===== config.mk =====
export PLATFORM = sky130hd
export DESIGN_NAME = vgm_command_stream_parser_unit
export DESIGN_NICKNAME = d
export VERILOG_FILES = /design/src/hdl/vgmcsp_pkg.sv /design/src/hdl/vgm_command_stream_parser_unit.sv /design/src/hdl/vgmcsp_ctrl.sv /design/src/hdl/vgmcsp_datapath.sv
export SDC_FILE = /design/constraint.sdc
export NUM_CORES = 1
export LEC_CHECK = 0
export BUFFER_PORTS_ARGS = -buffer_cell sky130_fd_sc_hd__buf_2
export CORE_MARGIN = 1
export CORE_UTILIZATION = 30
export DETAILED_ROUTE_END_ITERATION = 10
export PLACE_DENSITY = 0.44
export SYNTH_ARGS = -nofsm -noshare
export SYNTH_HDL_FRONTEND = slang
export SYNTH_HIERARCHICAL = 1
export SYNTH_SLANG_ARGS = --single-unit

===== constraint.sdc =====
create_clock -name clk -period 8.3 [get_ports clk]
set_input_delay 2.075 -clock clk [delete_from_list [all_inputs] [get_ports clk]]
set_output_delay 2.075 -clock clk [all_outputs]
set_load 0.005 [all_outputs]

===== src/hdl/vgmcsp_pkg.sv =====
// Shared types and constants for the VGM command stream parser.
package vgmcsp_pkg;

    // Command bytes
    localparam logic [7:0] CMD_FIRST_WR  = 8'hA0;
    localparam logic [7:0] CMD_SECOND_WR = 8'hB4;
    localparam logic [7:0] CMD_DATA_BLK  = 8'h67;
    localparam logic [7:0] CMD_WAIT_N    = 8'h61;
    localparam logic [7:0] CMD_WAIT_735  = 8'h62;
    localparam logic [7:0] CMD_WAIT_882  = 8'h63;
    localparam logic [7:0] CMD_END       = 8'h66;
    localparam logic [3:0] CMD_SHORT_HI  = 4'h7;

    localparam logic [15:0] WAIT_NTSC = 16'd735;
    localparam logic [15:0] WAIT_PAL  = 16'd882;

    // Configuration register indexes
    localparam logic [1:0] CFG_FIRST_EN  = 2'd0;
    localparam logic [1:0] CFG_SECOND_EN = 2'd1;
    localparam logic [1:0] CFG_SPF       = 2'd2;

    localparam int          SPF_W     = 13;
    localparam logic [12:0] SPF_RESET = 13'd735;
    localparam int          BACKLOG_W = 17;
    localparam int          DIV_STEPS = BACKLOG_W;
    localparam int          DIV_CNT_W = $clog2(DIV_STEPS);
    localparam int          OUT_W     = 32;

    typedef enum logic [2:0] {
        KIND_FIRST  = 3'd0,
        KIND_SECOND = 3'd1,
        KIND_FRAMES = 3'd2,
        KIND_END    = 3'd3,
        KIND_UNKNOWN = 3'd4
    } event_kind_t;

    typedef enum logic [2:0] {
        CLS_CHIP_WR = 3'd0,
        CLS_BLOCK   = 3'd1,
        CLS_WAIT_N  = 3'd2,
        CLS_WAIT_FIXED = 3'd3,
        CLS_END     = 3'd4,
        CLS_UNKNOWN = 3'd5
    } cmd_class_t;

    typedef enum logic [1:0] {
        WAIT_SEL_735   = 2'd0,
        WAIT_SEL_882   = 2'd1,
        WAIT_SEL_SHORT = 2'd2,
        WAIT_SEL_LONG  = 2'd3
    } wait_sel_t;

    typedef enum logic [1:0] {
        RES_CHIP    = 2'd0,
        RES_FRAMES  = 2'd1,
        RES_END     = 2'd2,
        RES_UNKNOWN = 2'd3
    } res_sel_t;

    // Controller -> datapath
    typedef struct packed {
        logic      cap_cmd;
        logic      cap_addr;
        logic      cap_wlo;
        logic      len_we;
        logic [1:0] len_lane;
        logic      skip_dec;
        logic      add_wait;
        wait_sel_t wait_sel;
        logic      div_init;
        logic      div_step;
        logic      res_load;
        res_sel_t  res_sel;
        logic      out_push;
    } dp_cmd_t;

    // Datapath -> controller
    typedef struct packed {
        cmd_class_t byte_class;
        logic       report_write;
        logic       len_nonzero;
        logic       skip_is_one;
        logic       backlog_ge;
        logic       div_last;
        logic       out_free;
    } dp_stat_t;

endpackage


===== src/hdl/vgm_command_stream_parser_unit.sv =====
// Top level of the VGM command stream parser.
//
// Usage: feed the command bytes of a VGM log, one byte per word, on the
// s_* channel. Chip register writes (0xA0 / 0xB4, when enabled), frame
// ticks from the wait commands, end of stream (0x66) and unknown commands
// come out as one word each on the m_* channel.
// Configuration: cfg_we writes cfg_data into register cfg_index
// (0 first chip enable, 1 second chip enable, 2 samples per frame).
// Write it only while the parser is idle.
// Throughput: bytes that give no word are taken one per cycle, back to back,
// while the parser is in its run state; the last byte of a wait is the
// exception. A reported chip write is loaded into the result register with
// its data byte and goes to the output register from the emit state. After
// the last wait byte the parser compares the backlog with one frame; at or
// above it, the frame divider (restoring, one quotient bit per cycle over 17
// bits) runs and the emit state loads its word into the output register.
// Stalls: the output register holds one word; the parser keeps taking
// bytes while it waits and only stops when a second word is ready.
// After end or unknown command every byte is taken and dropped until reset.
// Reset: asynchronous, active low; restores the register defaults and
// clears the parse phase and the sample backlog.
module vgm_command_stream_parser_unit
    import vgmcsp_pkg::*;
(
    input  logic             clk,
    input  logic             rst_n,
    input  logic             s_tvalid,
    output logic             s_tready,
    input  logic [7:0]       s_tdata,    // [7:0] data_byte
    output logic             m_tvalid,
    input  logic             m_tready,
    output logic [OUT_W-1:0] m_tdata,    // [2:0] event_kind, [10:3] reg_addr,
                                         // [18:11] reg_data, [26:19] frame_count
    input  logic             cfg_we,
    input  logic [1:0]       cfg_index,
    input  logic [SPF_W-1:0] cfg_data
);

    dp_cmd_t  dp_cmd;
    dp_stat_t dp_stat;

    vgmcsp_ctrl u_ctrl (
        .clk      (clk),
        .rst_n    (rst_n),
        .s_tvalid (s_tvalid),
        .s_tready (s_tready),
        .stat     (dp_stat),
        .cmd      (dp_cmd)
    );

    vgmcsp_datapath u_datapath (
        .clk       (clk),
        .rst_n     (rst_n),
        .s_tdata   (s_tdata),
        .m_tvalid  (m_tvalid),
        .m_tready  (m_tready),
        .m_tdata   (m_tdata),
        .cfg_we    (cfg_we),
        .cfg_index (cfg_index),
        .cfg_data  (cfg_data),
        .cmd       (dp_cmd),
        .stat      (dp_stat)
    );

endmodule


===== src/hdl/vgmcsp_ctrl.sv =====
// Controller: parse phase and block sequencing for the command stream parser.
module vgmcsp_ctrl
    import vgmcsp_pkg::*;
(
    input  logic     clk,
    input  logic     rst_n,
    input  logic     s_tvalid,
    output logic     s_tready,
    input  dp_stat_t stat,
    output dp_cmd_t  cmd
);

    typedef enum logic [11:0] {
        PH_CMD      = 12'b0000_0000_0001,
        PH_ADDR     = 12'b0000_0000_0010,
        PH_DATA     = 12'b0000_0000_0100,
        PH_WAIT_LO  = 12'b0000_0000_1000,
        PH_WAIT_HI  = 12'b0000_0001_0000,
        PH_BLK_TAG  = 12'b0000_0010_0000,
        PH_BLK_TYPE = 12'b0000_0100_0000,
        PH_LEN0     = 12'b0000_1000_0000,
        PH_LEN1     = 12'b0001_0000_0000,
        PH_LEN2     = 12'b0010_0000_0000,
        PH_LEN3     = 12'b0100_0000_0000,
        PH_SKIP     = 12'b1000_0000_0000
    } phase_t;

    typedef enum logic [4:0] {
        ST_RUN  = 5'b00001,
        ST_CMP  = 5'b00010,
        ST_DIV  = 5'b00100,
        ST_EMIT = 5'b01000,
        ST_HALT = 5'b10000
    } state_t;

    phase_t phase_reg, phase_next;
    state_t state_reg, state_next;
    logic   halt_pend_reg, halt_pend_next;
    logic   accept;

    assign s_tready = (state_reg == ST_RUN) || (state_reg == ST_HALT);
    assign accept   = s_tvalid && s_tready;

    always_comb
    begin
        phase_next     = phase_reg;
        state_next     = state_reg;
        halt_pend_next = halt_pend_reg;
        cmd            = '0;
        cmd.wait_sel   = WAIT_SEL_LONG;
        cmd.res_sel    = RES_CHIP;

        case (state_reg)
            ST_RUN:
            begin
                if (accept)
                begin
                    case (phase_reg)
                        PH_CMD:
                        begin
                            cmd.cap_cmd = 1'b1;
                            case (stat.byte_class)
                                CLS_CHIP_WR: phase_next = PH_ADDR;
                                CLS_BLOCK:   phase_next = PH_BLK_TAG;
                                CLS_WAIT_N:  phase_next = PH_WAIT_LO;
                                CLS_WAIT_FIXED:
                                begin
                                    // datapath picks the amount from the byte itself
                                    cmd.add_wait = 1'b1;
                                    cmd.wait_sel = WAIT_SEL_SHORT;
                                    state_next   = ST_CMP;
                                end
                                CLS_END:
                                begin
                                    cmd.res_load   = 1'b1;
                                    cmd.res_sel    = RES_END;
                                    halt_pend_next = 1'b1;
                                    state_next     = ST_EMIT;
                                end
                                default:
                                begin
                                    cmd.res_load   = 1'b1;
                                    cmd.res_sel    = RES_UNKNOWN;
                                    halt_pend_next = 1'b1;
                                    state_next     = ST_EMIT;
                                end
                            endcase
                        end
                        PH_ADDR:
                        begin
                            cmd.cap_addr = 1'b1;
                            phase_next   = PH_DATA;
                        end
                        PH_DATA:
                        begin
                            phase_next = PH_CMD;
                            if (stat.report_write)
                            begin
                                cmd.res_load = 1'b1;
                                cmd.res_sel  = RES_CHIP;
                                state_next   = ST_EMIT;
                            end
                        end
                        PH_WAIT_LO:
                        begin
                            cmd.cap_wlo = 1'b1;
                            phase_next  = PH_WAIT_HI;
                        end
                        PH_WAIT_HI:
                        begin
                            cmd.add_wait = 1'b1;
                            cmd.wait_sel = WAIT_SEL_LONG;
                            phase_next   = PH_CMD;
                            state_next   = ST_CMP;
                        end
                        PH_BLK_TAG:  phase_next = PH_BLK_TYPE;
                        PH_BLK_TYPE: phase_next = PH_LEN0;
                        PH_LEN0:
                        begin
                            cmd.len_we   = 1'b1;
                            cmd.len_lane = 2'd0;
                            phase_next   = PH_LEN1;
                        end
                        PH_LEN1:
                        begin
                            cmd.len_we   = 1'b1;
                            cmd.len_lane = 2'd1;
                            phase_next   = PH_LEN2;
                        end
                        PH_LEN2:
                        begin
                            cmd.len_we   = 1'b1;
                            cmd.len_lane = 2'd2;
                            phase_next   = PH_LEN3;
                        end
                        PH_LEN3:
                        begin
                            cmd.len_we   = 1'b1;
                            cmd.len_lane = 2'd3;
                            phase_next   = stat.len_nonzero ? PH_SKIP : PH_CMD;
                        end
                        PH_SKIP:
                        begin
                            cmd.skip_dec = 1'b1;
                            if (stat.skip_is_one)
                                phase_next = PH_CMD;
                        end
                        default: phase_next = PH_CMD;
                    endcase
                end
            end
            ST_CMP:
            begin
                if (stat.backlog_ge)
                begin
                    cmd.div_init = 1'b1;
                    state_next   = ST_DIV;
                end
                else
                    state_next = ST_RUN;
            end
            ST_DIV:
            begin
                cmd.div_step = 1'b1;
                if (stat.div_last)
                begin
                    cmd.res_load = 1'b1;
                    cmd.res_sel  = RES_FRAMES;
                    state_next   = ST_EMIT;
                end
            end
            ST_EMIT:
            begin
                if (stat.out_free)
                begin
                    cmd.out_push = 1'b1;
                    state_next   = halt_pend_reg ? ST_HALT : ST_RUN;
                end
            end
            ST_HALT: state_next = ST_HALT;
            default: state_next = ST_RUN;
        endcase
    end

    always_ff @(posedge clk or negedge rst_n)
    begin
        if (!rst_n)
        begin
            phase_reg     <= PH_CMD;
            state_reg     <= ST_RUN;
            halt_pend_reg <= 1'b0;
        end
        else
        begin
            phase_reg     <= phase_next;
            state_reg     <= state_next;
            halt_pend_reg <= halt_pend_next;
        end
    end

endmodule


===== src/hdl/vgmcsp_datapath.sv =====
// Datapath: operand registers, sample backlog, frame divider and output register.
module vgmcsp_datapath
    import vgmcsp_pkg::*;
(
    input  logic             clk,
    input  logic             rst_n,
    input  logic [7:0]       s_tdata,
    output logic             m_tvalid,
    input  logic             m_tready,
    output logic [OUT_W-1:0] m_tdata,
    input  logic             cfg_we,
    input  logic [1:0]       cfg_index,
    input  logic [SPF_W-1:0] cfg_data,
    input  dp_cmd_t          cmd,
    output dp_stat_t         stat
);

    logic                 first_en_reg, second_en_reg;
    logic [SPF_W-1:0]     spf_reg;
    logic [SPF_W-1:0]     spf_eff;

    logic [7:0]           cmd_reg, addr_reg, wlo_reg;
    logic [31:0]          skip_reg;
    logic [BACKLOG_W-1:0] backlog_reg, backlog_next;

    logic [SPF_W-1:0]     rem_reg;
    logic [BACKLOG_W-1:0] quo_reg;
    logic [DIV_CNT_W-1:0] cnt_reg;
    logic [SPF_W:0]       trial;
    logic                 trial_ge;
    logic [SPF_W-1:0]     rem_step;
    logic [BACKLOG_W-1:0] quo_step;
    logic [7:0]           frames_sat;

    logic [15:0]          wait_amt;
    cmd_class_t           byte_class;
    event_kind_t          res_kind_reg;
    logic [7:0]           res_addr_reg, res_data_reg, res_frames_reg;
    logic                 out_valid_reg, out_valid_next;
    logic [OUT_W-1:0]     out_data_reg;

    assign spf_eff = (spf_reg == '0) ? SPF_W'(1) : spf_reg;

    // Byte classification at the command phase
    always_comb
    begin
        if (s_tdata == CMD_FIRST_WR || s_tdata == CMD_SECOND_WR)
            byte_class = CLS_CHIP_WR;
        else if (s_tdata == CMD_DATA_BLK)
            byte_class = CLS_BLOCK;
        else if (s_tdata == CMD_WAIT_N)
            byte_class = CLS_WAIT_N;
        else if (s_tdata == CMD_WAIT_735 || s_tdata == CMD_WAIT_882
                 || s_tdata[7:4] == CMD_SHORT_HI)
            byte_class = CLS_WAIT_FIXED;
        else if (s_tdata == CMD_END)
            byte_class = CLS_END;
        else
            byte_class = CLS_UNKNOWN;
    end

    assign stat.byte_class   = byte_class;
    assign stat.report_write = (cmd_reg == CMD_FIRST_WR && first_en_reg)
                            || (cmd_reg == CMD_SECOND_WR && second_en_reg);
    assign stat.len_nonzero  = |{s_tdata, skip_reg[23:0]};
    assign stat.skip_is_one  = (skip_reg == 32'd1);
    assign stat.backlog_ge   = (backlog_reg >= {{(BACKLOG_W-SPF_W){1'b0}}, spf_eff});
    assign stat.div_last     = (cnt_reg == DIV_CNT_W'(DIV_STEPS - 1));
    assign stat.out_free     = !out_valid_reg || m_tready;

    // Wait amount; the short-wait select also covers the two fixed waits
    always_comb
    begin
        case (cmd.wait_sel)
            WAIT_SEL_SHORT:
            begin
                if (s_tdata == CMD_WAIT_735)
                    wait_amt = WAIT_NTSC;
                else if (s_tdata == CMD_WAIT_882)
                    wait_amt = WAIT_PAL;
                else
                    wait_amt = {12'd0, s_tdata[3:0]} + 16'd1;
            end
            WAIT_SEL_735:  wait_amt = WAIT_NTSC;
            WAIT_SEL_882:  wait_amt = WAIT_PAL;
            WAIT_SEL_LONG: wait_amt = {s_tdata, wlo_reg};
            default:       wait_amt = {s_tdata, wlo_reg};
        endcase
    end

    // One restoring division step
    assign trial    = {rem_reg, quo_reg[BACKLOG_W-1]};
    assign trial_ge = (trial >= {1'b0, spf_eff});
    assign rem_step = trial_ge ? SPF_W'(trial - {1'b0, spf_eff}) : trial[SPF_W-1:0];
    assign quo_step = {quo_reg[BACKLOG_W-2:0], trial_ge};
    assign frames_sat = (|quo_step[BACKLOG_W-1:8]) ? 8'hFF : quo_step[7:0];

    always_comb
    begin
        backlog_next = backlog_reg;
        if (cmd.add_wait)
            backlog_next = backlog_reg + {1'b0, wait_amt};
        else if (cmd.div_step && stat.div_last)
            backlog_next = {{(BACKLOG_W-SPF_W){1'b0}}, rem_step};
    end

    always_comb
    begin
        out_valid_next = out_valid_reg;
        if (cmd.out_push)
            out_valid_next = 1'b1;
        else if (m_tready)
            out_valid_next = 1'b0;
    end

    always_ff @(posedge clk or negedge rst_n)
    begin
        if (!rst_n)
        begin
            first_en_reg  <= 1'b1;
            second_en_reg <= 1'b0;
            spf_reg       <= SPF_RESET;
            backlog_reg   <= '0;
            cnt_reg       <= '0;
            out_valid_reg <= 1'b0;
        end
        else
        begin
            if (cfg_we)
            begin
                case (cfg_index)
                    CFG_FIRST_EN:  first_en_reg  <= cfg_data[0];
                    CFG_SECOND_EN: second_en_reg <= cfg_data[0];
                    CFG_SPF:       spf_reg       <= cfg_data;
                    default:       ;
                endcase
            end
            backlog_reg   <= backlog_next;
            if (cmd.div_init)
                cnt_reg <= '0;
            else if (cmd.div_step)
                cnt_reg <= cnt_reg + DIV_CNT_W'(1);
            out_valid_reg <= out_valid_next;
        end
    end

    // Payload registers
    always_ff @(posedge clk)
    begin
        if (cmd.cap_cmd)
            cmd_reg <= s_tdata;
        if (cmd.cap_addr)
            addr_reg <= s_tdata;
        if (cmd.cap_wlo)
            wlo_reg <= s_tdata;

        if (cmd.len_we)
        begin
            case (cmd.len_lane)
                2'd0:    skip_reg        <= {24'd0, s_tdata};
                2'd1:    skip_reg[15:8]  <= s_tdata;
                2'd2:    skip_reg[23:16] <= s_tdata;
                default: skip_reg[31:24] <= s_tdata;
            endcase
        end
        else if (cmd.skip_dec)
            skip_reg <= skip_reg - 32'd1;

        if (cmd.div_init)
        begin
            rem_reg <= '0;
            quo_reg <= backlog_reg;
        end
        else if (cmd.div_step)
        begin
            rem_reg <= rem_step;
            quo_reg <= quo_step;
        end

        if (cmd.res_load)
        begin
            case (cmd.res_sel)
                RES_CHIP:
                begin
                    res_kind_reg   <= (cmd_reg == CMD_FIRST_WR) ? KIND_FIRST : KIND_SECOND;
                    res_addr_reg   <= addr_reg;
                    res_data_reg   <= s_tdata;
                    res_frames_reg <= 8'd0;
                end
                RES_FRAMES:
                begin
                    res_kind_reg   <= KIND_FRAMES;
                    res_addr_reg   <= 8'd0;
                    res_data_reg   <= 8'd0;
                    res_frames_reg <= frames_sat;
                end
                RES_END:
                begin
                    res_kind_reg   <= KIND_END;
                    res_addr_reg   <= 8'd0;
                    res_data_reg   <= 8'd0;
                    res_frames_reg <= 8'd0;
                end
                default:
                begin
                    res_kind_reg   <= KIND_UNKNOWN;
                    res_addr_reg   <= 8'd0;
                    res_data_reg   <= 8'd0;
                    res_frames_reg <= 8'd0;
                end
            endcase
        end

        if (cmd.out_push)
            out_data_reg <= {5'd0, res_frames_reg, res_data_reg, res_addr_reg, res_kind_reg};
    end

    assign m_tvalid = out_valid_reg;
    assign m_tdata  = out_data_reg;

endmodule

==> reports/results.ini, run 1 <==
[clock_network]
cts_setup_buffers=0
cts_tree=yes
cts_buffer_depth=2
htreeDepth=4
clock-root-buffer=clkbuf_16
cts_resized=0
cts_hold_buf=0
clk_pin_slew_ps=80
worstSkewPairLatency_ps=450
cts_num_sinks=196
cts_buffers=17

[drt]
drt-vias-per-instance=5.095
met1_length_um=14780
wirelength_um=28570
num_vias=7795
drtIter0Drc=533
dr.pass1.iters=6
met3WireLength_um=1191
postRouteAntennaNets=0
wl_met2_um=12280
routedWlPerCell_um=18.68
drc_errors=0
maxUsedRoutingLayer=met4

[placed_design]
gp_congestion=0.8350
dpl.hpwl_um=21160
portBuffers=56

[grt]
grt_use_total=0.1558
grt_pass1_vias=7607
grt_max_degree=60
grt_pass1_wl_um=45260
grt_overflow=0
antenna_found_initial=3

[sta]
relSlewSlack=0.2476
fmax_ghz=0.1488
grt_setup_unrepaired=false
final-setup-viol-count=0
hold_viol=0
maxSlewViolCount=0
final.setup.tns_ps=0
fin_crit_sh=0.8097
skew_ps=13.41
worst_pin_slew_ps=1117
final.min_clock_period_ps=6720

[setup_path]
required_ps=8660
cp_cell_sequence=buf_2, nand3b_1, or3_1, nor2_1, o31ai_1, o21ai_0, a311oi_1, nand3b_1, or3_1, nand2b_1, a21oi_1, a22oi_1, ha_1, fa_1, a21o_1, nand3_1, a21oi_1, o41ai_1, xnor2_1, nand2_1, o211ai_1
crit_start=s_tdata[7]
slowest_stage=or3_1
path_class=in2reg
endpoint_kind=flop
rr_startpoint=u_ctrl/phase_reg[9]$_DFFE_PN0P_
critPathMaxStageDelay_ps=540
cp_data_arrival_time_ps=7080
worstPathMaxFanout=13
start_kind=primary input

[outcome]
status=finished clean

[flow_run]
maxCapViolations=0

[logic_synthesis]
netlist.area_leader.share=0.3447
synth.avg_cell_area_sq_um=10.84
ys_seq_elements=196
synth_edf_count=127
netlist.top_cell.by_area=edfxtp_1
ys_types=84
synthTopCellsByArea=edfxtp_1 34%, dfrtp_1 10%, ha_1 6.3%, mux2_2 3.7%, nand2_1 2.7%
ys_seq_area_frac=0.4962
synthArstFlopShare=0.2857
yosys_warnings=6
ys.flop_type=edfxtp_1
syn_inst=1021
synth_area_sq_mm=0.01106

[finish]
area_growth_pct=11.50
final_nets=1138
drive_gt1_frac=0.1615
largest_reg_flops=32
fillCellCount=3612

[floorplanning]
die_w_um=194.0
die_h_um=194.0
core_sq_mm=0.03591
rows=69
ios=62
die-area_sq_mm=0.03765
initial_core_util=0.3080

[pwr]
peakVddDrop_mv=0.1483
fin_total_pwr_mw=2.648
power_density_mw_per_mm2=214.7
leakage_nw=4.685

[hold_path]
min_path_type=reg2reg
worstHoldStart=u_datapath/res_addr_reg[1]$_SDFFCE_PN0P_

## synth_stat cells, types with 8 or more instances
master	instances
edfxtp_1	127
nand2_1	80
nor2_1	74
ha_1	56
o21ai_0	55
dfrtp_1	45
a21oi_1	40
inv_1	37
mux2_2	36
nand3_1	33
xor2_1	33
clkbuf_1	32
xnor2_1	29
nor3_1	24
nand2b_1	20
and2_1	19
o21a_1	16
a211oi_1	15
mux2i_1	15
dfxtp_1	13
nand4_1	12
o22ai_1	12
a22oi_1	11
dfstp_2	11
nand3b_1	11
a21o_1	10
and3_1	10
o31ai_1	9
buf_2	8
buf_4	8
nor3b_1	8
nor4_1	8
## final timing paths
check                                                               to  slack, ps  cells after the start
worst max-delay path            u_datapath/backlog_reg[10]$_DFFE_PN0P_       1580                     21
worst min-delay path                   u_datapath/m_tdata[4]$_DFFE_PP_        420                      0
worst max register to register  u_datapath/backlog_reg[10]$_DFFE_PN0P_       3610                     15
worst min register to register         u_datapath/m_tdata[4]$_DFFE_PP_        420                      0
max in group asynchronous        u_datapath/backlog_reg[3]$_DFFE_PN0P_       5930                      2
min in group asynchronous              u_ctrl/phase_reg[9]$_DFFE_PN0P_       1800                      2
## final cells by class
type | count | area (sq um) | area share
multi-input combinational | 737 | 5199 | 0.4214
inverter | 37 | 138.9 | 0.01126
tap | 461 | 576.8 | 0.04676
clock buffer | 18 | 429.2 | 0.03479
timing repair buffer | 63 | 332.8 | 0.02698
antenna | 4 | 10.01 | 0.0008114
sequential | 196 | 5489 | 0.4450
clock inverter | 14 | 160.2 | 0.01298
## report_power, final
part	leakage [nW]	internal (mW)	switching, mW
combinational	2.42	0.202	0.331
sequential	1.98	1.19	0.0752
clock	0.288	0.432	0.414
total	4.68	1.83	0.821
## cell families after synthesis
kind of cell               Yosys count  synth area share
muxes                               51           0.05021
AOI/OAI and AO/OA                  221            0.1348
other                                2         0.0006788
DFF                                196            0.4962
xor gates and xnor gates            62           0.04908
and+or+nand+nor                    339            0.1652
adders and majority gates           58           0.06695
buffers and inverters               92           0.03687
## per-stage QoR
step	worst slack, ps	utilization	area [sq um]	hold slack [ps]	cells
global route	1123	0.3433	12330	426.0	1527
detailed placement	1195	0.3268	11740	404.5	1494
floorplan	2130	-	11080	400.3	1025
finish	1580	0.3435	12340	422.2	1530
global placement	1340	0.3268	11740	404.4	1494
CTS	1679	0.3432	12330	423.1	1526
## routing by layer
layer,track usage,up-vias
li1,-,3812
met1,0.2361,3805
met5,0,-
met4,0.04350,0
met3,0.02818,16
met2,0.2238,162
## worst max-delay path, delay by kind of cell
kind,cells,cell delay (ps)
AND/OR/NAND/NOR,8,2100
AO/OA/AOI/OAI,9,1900
adder cells (fa/ha/maj),2,630
buffers and inverters,1,180
XOR/XNOR,1,170
## cell usage in the layout (no fill, tap or decap), types with 12 or more instances in the layout
cell,instances
edfxtp_1,127
nand2_1,80
nor2_1,71
buf_2,56
ha_1,56
o21ai_0,54
dfrtp_1,45
a21oi_1,40
inv_1,37
mux2_2,36
nand3_1,33
xor2_1,33
xnor2_1,29
nor3_1,24
nand2b_1,20
and2_1,19
clkbuf_16,17
o21a_1,16
mux2i_1,15
a211oi_1,15
dfxtp_1,13
nand4_1,12
o22ai_1,12
No activity file was read; power rests on OpenSTA's default activity.
==> run 2: changes to the inputs <==
Clock period 8.3 ns to 6.6 ns, I/O delays scaled along.
==> run 2 against run 1 <==
Net effect: cell count is 0.33% higher; hold slack about the same; first-iteration DRC count decreased by 2.8%; global-route usage is 0.17 points higher; utilization grew 0.18 points; flip-flop and latch count did not move; die area stayed put; critical endpoint is now u_datapath/backlog_reg[16]$_DFFE_PN0P_; largest power group unchanged; highest routed layer is now met5.
==> reports/results.ini, run 2 (synthesis results as in run 1) <==
[setup_path]
cp_data_arrival_time_ps=6280  ; -800 ps
path_class=in2reg
required_ps=6900  ; -1760 ps
worstPathMaxFanout=11  ; -2
rrSetupSlack_ps=2140  ; -1470 ps
start_kind=primary input
endpoint_kind=flop
r2r-end=u_datapath/backlog_reg[16]$_DFFE_PN0P_
rr_worst_depth=15  ; unchanged
crit_start=s_tdata[7]
rr_startpoint=u_ctrl/phase_reg[9]$_DFFE_PN0P_

[clock_network]
clock-root-buffer=clkbuf_16
cts_buffers=17  ; unchanged
cts_setup_buffers=0  ; unchanged
cts_hold_buf=0  ; unchanged
htreeDepth=4  ; unchanged
worstSkewPairLatency_ps=450  ; about the same
clk_pin_slew_ps=80  ; about the same
cts_tree=yes
cts_num_sinks=196  ; unchanged
cts_buffer_depth=2  ; unchanged
cts_resized=0  ; unchanged

[placed_design]
gp_congestion=0.8410  ; +0.72%
dpl.hpwl_um=21240  ; +0.38%
place_inst=1500  ; +0.40%
postPlaceCellArea_sq_mm=0.01178  ; +0.38%
portBuffers=56  ; unchanged

[drt]
drtIter0Drc=518  ; -2.8%
drt-vias-per-instance=5.136  ; +0.80%
postRouteAntennaNets=0  ; unchanged
dr.pass1.iters=5  ; -1
drc_errors=0  ; unchanged
routedWlPerCell_um=18.97  ; +1.6%
num_vias=7883  ; +1.1%
wirelength_um=29120  ; +1.9%

[grt]
grt_overflow=0  ; unchanged
grt_pass1_wl_um=45810  ; +1.2%
gr-max-usage-layer=met1
met2_usage=0.2248  ; +0.0009326
grt_use_total=0.1575  ; +0.001676
grt_use_met1=0.2353  ; -0.0008698
antenna_found_initial=4  ; +1
met3_usage=0.03635  ; +0.008175
grt_max_degree=57  ; -5.0%
grt_pass1_vias=7791  ; +2.4%

[pwr]
power_density_mw_per_mm2=272.7  ; +27%
seqPwrFrac=0.472  ; -0.007
switchingPower_mw=1.040  ; +27%
leakage_nw=4.729  ; +0.95%
intPower_mw=2.342  ; +28%
combPwrFrac=0.202  ; about the same
p_sw_frac=0.3076  ; -0.002319
peakVddDrop_mv=0.1858  ; +25%
pwr-share-clk=0.326  ; +0.007

[floorplanning]
initial_core_util=0.3080  ; unchanged
core_sq_mm=0.03591  ; unchanged
ios=62  ; unchanged
die-area_sq_mm=0.03765  ; unchanged
rows=69  ; unchanged
die_w_um=194.0  ; unchanged
die_h_um=194.0  ; unchanged

[hold_path]
holdPathEnd=u_datapath/m_tdata[22]$_DFFE_PP_
min_path_type=reg2reg
holdPathStages=0  ; unchanged
worstHoldStart=u_datapath/res_frames_reg[3]$_SDFFCE_PP0P_

[finish]
final_nets=1144  ; +0.53%
area_growth_pct=12.10
largest_reg_flops=32  ; unchanged
final_cells=1535  ; +0.33%
layout_commonest_cell=edfxtp_1
drive_gt1_frac=0.1671  ; +0.005631
layout_common_cells=127 x edfxtp_1, 80 x nand2_1, 71 x nor2_1
final_area_sq_mm=0.01240  ; +0.54%

[sta]
maxSlewViolCount=0  ; unchanged
final.setup.tns_ps=0  ; unchanged
hold_viol=0  ; unchanged
final.min_clock_period_ps=5972
relSlewSlack=0.4212  ; +0.1736
skew_ps=16.82  ; +3.408 ps
fin_crit_sh=0.9049
grt_setup_unrepaired=false
final-setup-viol-count=0  ; unchanged
fmax_ghz=0.1674
holdWs_ps=421.8  ; -0.3620 ps
worst_pin_slew_ps=859.2  ; -257.6 ps

[flow_run]
maxCapViolations=0  ; unchanged

[outcome]
status=finished clean

==> run 2: through the flow <==
| step | setup slack (ps) | util | total power, mW |
|---|---|---|---|
| after CTS | 751.4 | 0.3451 | 3.431 |
| final | 627.6 | 0.3453 | 3.383 |
| after floorplan | 855.2 | - | 2.060 |
| after global placement | 381.2 | 0.3280 | 2.310 |
| after global routing | 292.5 | 0.3451 | 3.561 |
| after detailed placement | 279.3 | 0.3280 | 2.310 |
==> run 2: power by group through the flow <==
| stage | logic (mW) | registers [mW] | clock network (mW) |
|---|---|---|---|
| 3_5_place_dp | 0.688 | 1.62 | 0 |
| 2_1_floorplan | 0.490 | 1.57 | 0 |
| 3_3_place_gp | 0.690 | 1.62 | 0 |
| 5_1_grt | 0.762 | 1.61 | 1.19 |
| 4_1_cts | 0.691 | 1.60 | 1.15 |
| 6_report | 0.683 | 1.60 | 1.10 |
==> run 2: metal layers <==
layer  part of all wire  routed length, um
met5            0.00058                 17
met2               0.42              12190
met1               0.53              15320
met3              0.041               1205
met4              0.013                381
==> run 2: worst max-delay path by stage <==
stage	end
floorplan	u_datapath/backlog_reg[10]$_DFFE_PN0P_
global placement	u_datapath/backlog_reg[14]$_DFFE_PN0P_
detailed placement	u_datapath/backlog_reg[16]$_DFFE_PN0P_
CTS	u_datapath/backlog_reg[16]$_DFFE_PN0P_
global route	u_datapath/backlog_reg[16]$_DFFE_PN0P_
finish	u_datapath/backlog_reg[16]$_DFFE_PN0P_
==> run 2: layout make-up <==
| cell class | count | area (sq um) |
|---|---|---|
| Clock inverter | 15 | 187.7 |
| Antenna cell | 3 | 7.507 |
| Fill cell | 3686 | 23510 |
| Clock buffer | 17 | 425.4 |
| Multi-Input combinational cell | 737 | 5199 |
| Sequential cell | 196 | 5489 |
| Inverter | 37 | 138.9 |
| Tap cell | 461 | 576.8 |
| Timing Repair Buffer | 69 | 377.9 |
==> run 2: worst max-delay path, cell delays in order <==
cell      delay (ps)
buf_2            180
nand3b_1         230
or3_1            350
nor2_1           220
o31ai_1          110
o21ai_0          340
a311oi_1         140
nand3b_1         300
or3_1            400
nand2b_1         180
a21oi_1          280
a22oi_1          150
ha_1             230
fa_1             410
a21o_1           210
nand3_1          150
a211oi_1         160
o21a_1           230
nand4b_1          90
o31a_1           130
o311ai_0         110
